File: src/sv/bb3_pkg.sv
package bb3_pkg;

  localparam int LINE_WIDTH   = 640;
  localparam int FRAME_HEIGHT = 480;

  localparam int COL_W = $clog2(LINE_WIDTH);
  // Row counter also covers the two flush rows below the frame.
  localparam int ROW_W = $clog2(FRAME_HEIGHT + 2);

  localparam int CH_W   = 8;
  localparam int PIX_W  = 3 * CH_W;
  localparam int TAPS   = 9;
  localparam int SUM_W  = 12;

  // floor(x / 9) == (x * 3641) >> 15 for every x below 32768
  localparam int          DIV9_SHIFT = 15;
  localparam logic [11:0] DIV9_MUL   = 12'd3641;

  typedef logic [PIX_W-1:0] pixel_t;

endpackage

File: src/sv/bb3_avg.sv
module bb3_avg
  import bb3_pkg::*;
(
  input  pixel_t taps [TAPS],
  output pixel_t avg
);

  logic [SUM_W-1:0]         sum  [3];
  logic [SUM_W+12-1:0]      prod [3];

  always_comb begin
    for (int ch = 0; ch < 3; ch++) begin
      sum[ch] = '0;
      for (int t = 0; t < TAPS; t++) begin
        sum[ch] = sum[ch] + SUM_W'(taps[t][ch*CH_W +: CH_W]);
      end
      // divide by nine through the reciprocal
      prod[ch] = (SUM_W + 12)'(sum[ch]) * (SUM_W + 12)'(DIV9_MUL);
      avg[ch*CH_W +: CH_W] = prod[ch][DIV9_SHIFT +: CH_W];
    end
  end

endmodule

File: config.mk
export PLATFORM = sky130hd
export DESIGN_NAME = bb3_avg
export DESIGN_NICKNAME = d
export VERILOG_FILES = /design/src/sv/bb3_pkg.sv /design/src/sv/bb3_avg.sv
export SDC_FILE = /design/constraint.sdc
export NUM_CORES = 1
export LEC_CHECK = 0
export BUFFER_PORTS_ARGS = -buffer_cell sky130_fd_sc_hd__buf_2
export CAP_MARGIN = 10
export CORE_ASPECT_RATIO = 1.2
export CORE_MARGIN = 4
export CORE_UTILIZATION = 53
export DETAILED_ROUTE_END_ITERATION = 10
export PLACE_DENSITY_LB_ADDON = 0.3
export REMOVE_ABC_BUFFERS = 1
export SYNTH_ARGS = -nofsm -noshare
export SYNTH_HDL_FRONTEND = slang
export SYNTH_SLANG_ARGS = --single-unit
File: constraint.sdc
create_clock -name vclk -period 12.6
set_input_delay 2.52 -clock vclk [all_inputs]
set_output_delay 2.52 -clock vclk [all_outputs]
set_load 0.02 [all_outputs]
Word-level counts from Yosys, hierarchy flattened
Cells that the tools add are included.
Widths: inputs -> output; s select.
Storage, ports and cells
  memories kept: 0
  word-level logic and storage cells: 27
  latch bits: 0
  ROM bits: 0
  bits in writable memories: 0
  flip-flop bits (word level): 0
  bits of input ports: 216
  output and inout bits: 24
Operators by class
  $add $sub $neg: 24
  reduce and logical (&&, ||, !) cells: 0
  multiply operators: 3
  shifts and indexed selects: 0
  order comparisons: 0
  divide/modulo/power cells: 0
  bitwise operators: 0
  equal/unequal tests: 0
  multiplexer cells: 0
Operators by type and width (count)
  $add 12x8->12: 12
  $mul 12x12->23 const B: 3
  $add 11x8->12: 3
  $add 10x8->11: 3
  $add 9x8->10: 3
  $add 8x8->9: 3

Logic depth before layout (Yosys ltp)
  word-level depth: 9
  gate-level depth with buffers: 34
  mapped depth without buffers: 34

Worst setup path after synthesis
Ideal clock, no wire load.
  kind: input-to-output
  from: input taps[90] (netlist name)
  to: output avg[20]
  stages: 30
  buffers on the path: 0
  required time: 10.080 ns
  arrival time: 10.089 ns
  slack: -0.009 ns
  path through: inv_1 > fa_1 > inv_1 > fa_1 > fa_1 > fa_1 > ha_1 > inv_1 > fa_1 > nor2b_1 > o21ai_1 > a21oi_1 > nor3_1 > xnor2_1 > xor2_1 > ha_1 > ha_1 > inv_1 > fa_1 > inv_1 > fa_1 > inv_1 > fa_1 > inv_1 > ha_1 > a21o_1 > a21oi_1 > o21ai_0 > a221oi_1 > o311ai_0
On the way
  word-level cells in the longest chain between the ends: 5
Ends and longest elaborated chain
  start: declaration: line bb3_avg.sv:4  | input pixel_t taps [TAPS],
  $add 12x8->12 (4 in series): line bb3_avg.sv:15  | sum[ch] = sum[ch] + SUM_W'(taps[t][ch*CH_W +: CH_W]);
  $mul 12x12->23: line bb3_avg.sv:18  | prod[ch] = (SUM_W + 12)'(sum[ch]) * (SUM_W + 12)'(DIV9_MUL);
  end: declaration: line bb3_avg.sv:5  | output pixel_t avg
Every way passes these cells.

Worst setup path in the final report
  from: input taps[66] (netlist name)
  to: output avg[21]
On the way
  word-level cells in the longest chain between the ends: 4
Ends and longest elaborated chain (line)
  $add 12x8->12 (3 in series): bb3_avg.sv:15
  $mul 12x12->23: bb3_avg.sv:18
Every way passes these cells.

==> results.json <==
{
  "critPathCaptureType": "output port",
  "synth_area_leaders": "fa_1 (40%), ha_1 (26%), inv_1 (14%), xnor2_1 (3.4%), xor2_1 (1.8%)",
  "crit_type": "in2out",
  "avgViaCountPerCell": 5.025,
  "dieArea_um2": 24310,
  "post-dp-hpwl_um": 23270,
  "yosysUniqueCellTypes": 60,
  "synth_top_area_cell": "fa_1",
  "critPathLaunchType": "input pin",
  "via_count": 9266,
  "synth_top_area_share_pct": 40.42,
  "hold-path-endpoint": "avg[8]",
  "nFillCells": 1697,
  "final_cell_mix": "inv_1 (413), fa_1 (228), ha_1 (218), buf_2 (214), buf_4 (107)",
  "antenna_found_initial": 0,
  "relSlewSlack_pct": 65.82,
  "nClkBuffers": 0,
  "multi_input_comb_area_um2": 10780,
  "num_rows": 59,
  "n_sequential_cell": 0,
  "hold_depth": 10,
  "worstPathArrival_ns": 10.17,
  "cp_slowest_stage_delay_ns": 0.56,
  "ios": 240,
  "hold_viol": 0,
  "routed_wirelength_um": 26520,
  "grt-ovfl-total": 0,
  "cpMaxStageDelayCell": "fa_1",
  "firstDrtPassIters": 4,
  "cp_common_cell": "fa_1",
  "grt_max_degree": 8,
  "synth_warnings": 0,
  "syn_area_um2": 11590,
  "portBuffers": 240,
  "period_needed_ns": 12.69,
  "cp_top_family": "adder cells",
  "pre_cts_slack_ns": -0.3871,
  "final_common_cell": "inv_1",
  "finalCritPeriodShare_pct": 100.7,
  "grt_pass1_vias": 9675,
  "outcome": "finished with violations",
  "drive_above_1_share_pct": 31.40,
  "drc": 0,
  "first_iter_violations": 230,
  "min_from": "taps[200]",
  "path_buf_inv": 11,
  "globalplace.congestion": 0.9234,
  "violations": "negative setup slack",
  "hold_class": "in2out",
  "syn_area_per_cell_um2": 9.392,
  "placedCellCount": 1824,
  "max_cap_viol_count": 0,
  "antenna_cells": 0,
  "grt_pass1_wl_um": 41530,
  "fmax_mhz": 78.79,
  "netlist_instances": 1234,
  "fin_cells": 1844,
  "coreArea_um2": 21630,
  "seqCellArea_um2": 0,
  "dieWidth_um": 143.0,
  "drv_slew": 0,
  "finalSetupViolCount": 4,
  "worstPathRequired_ns": 10.08,
  "syn_to_final_growth_pct": 27.97,
  "start_util_pct": 53.58,
  "fp.dieH_um": 170.0,
  "synth-seq-area-share_pct": 0,
  "crit_cells": 35,
  "final.setup.worst_slack_ns": -0.09172,
  "nets": 2264,
  "wl_per_cell_um": 14.38,
  "grt_setup_unrepaired": "true",
  "worst_slew_pin_slew_ns": 0.5128,
  "grt_usage_pct": 20.27,
  "cp_max_fo": 4,
  "ant_nets": 0
}
-- cell usage after synthesis, drive strengths merged, types with 7 or more instances --
cell and instances:
nor2 30, xor2 24, nor2b 8, a211oi 7
a21oi 32, nor3 10, ha 242, xnor2 47
nand3 7, o21ai 19, and2 11, fa 234
inv 437, a21o 19, nand2 27
-- metal layers --
metal / vias up / part of all wire, % / wire length [um] / global-route usage (%)
li1: 4433 / - / - / -
met4: 0 / 1.3 / 348 / 1.406
met2: 200 / 57 / 15030 / 38.55
met1: 4604 / 38 / 9999 / 26.56
met5: - / 0 / 0 / 0
met3: 29 / 4.3 / 1144 / 1.040
-- cells by family (layout without fill, tap and decap cells) --
logic type,Yosys count,after routing,synth area share (%)
compound gates,129,129,8.086
buf+inv,439,775,14.22
simple gates,115,115,4.869
fa+ha+maj,476,476,66.54
xor+xnor,75,75,6.283
-- stage by stage --
| step | TNS (ns) | util, % | hold slack, ns | instance area [um2] |
|---|---|---|---|---|
| detailed placement | -3.362 | 63.38 | 6.451 | 13710 |
| global route | -4.415 | 68.57 | 6.596 | 14830 |
| global placement | -1.451 | 63.38 | 6.462 | 13710 |
| CTS | -0.09299 | 64.82 | 6.465 | 14020 |
| floorplan | -0.008939 | - | 5.970 | 11590 |
| finish | -0.2518 | 68.57 | 6.481 | 14830 |
-- repair_timing --
item | in CTS | in global routing
pin swaps | 34 | 96
setup endpoints to repair | 20 | 24
cloned | 0 | 0
hold endpoints to repair | 0 | 0
resized for setup | 53 | 161
hold buffers | 0 | 0
buffers inserted | 9 | 11
-- worst max-delay path by stage --
stage | start | to | slack, ns
after floorplan | taps[90] | avg[20] | -0.009
after global placement | taps[154] | avg[13] | -0.24
after detailed placement | taps[154] | avg[13] | -0.39
after CTS | taps[195] | avg[6] | -0.04
after global routing | taps[66] | avg[21] | -0.35
final | taps[66] | avg[21] | -0.09
-- cell type report --
| cell class | count | share of cell area (%) |
|---|---|---|
| inverters | 438 | 11.12 |
| repair buffers | 337 | 13.88 |
| well taps | 274 | 2.311 |
| multi-input cells | 795 | 72.69 |
Power is not shown: default switching activity piles up to over one toggle a cycle in this logic, so the estimate is an artifact.
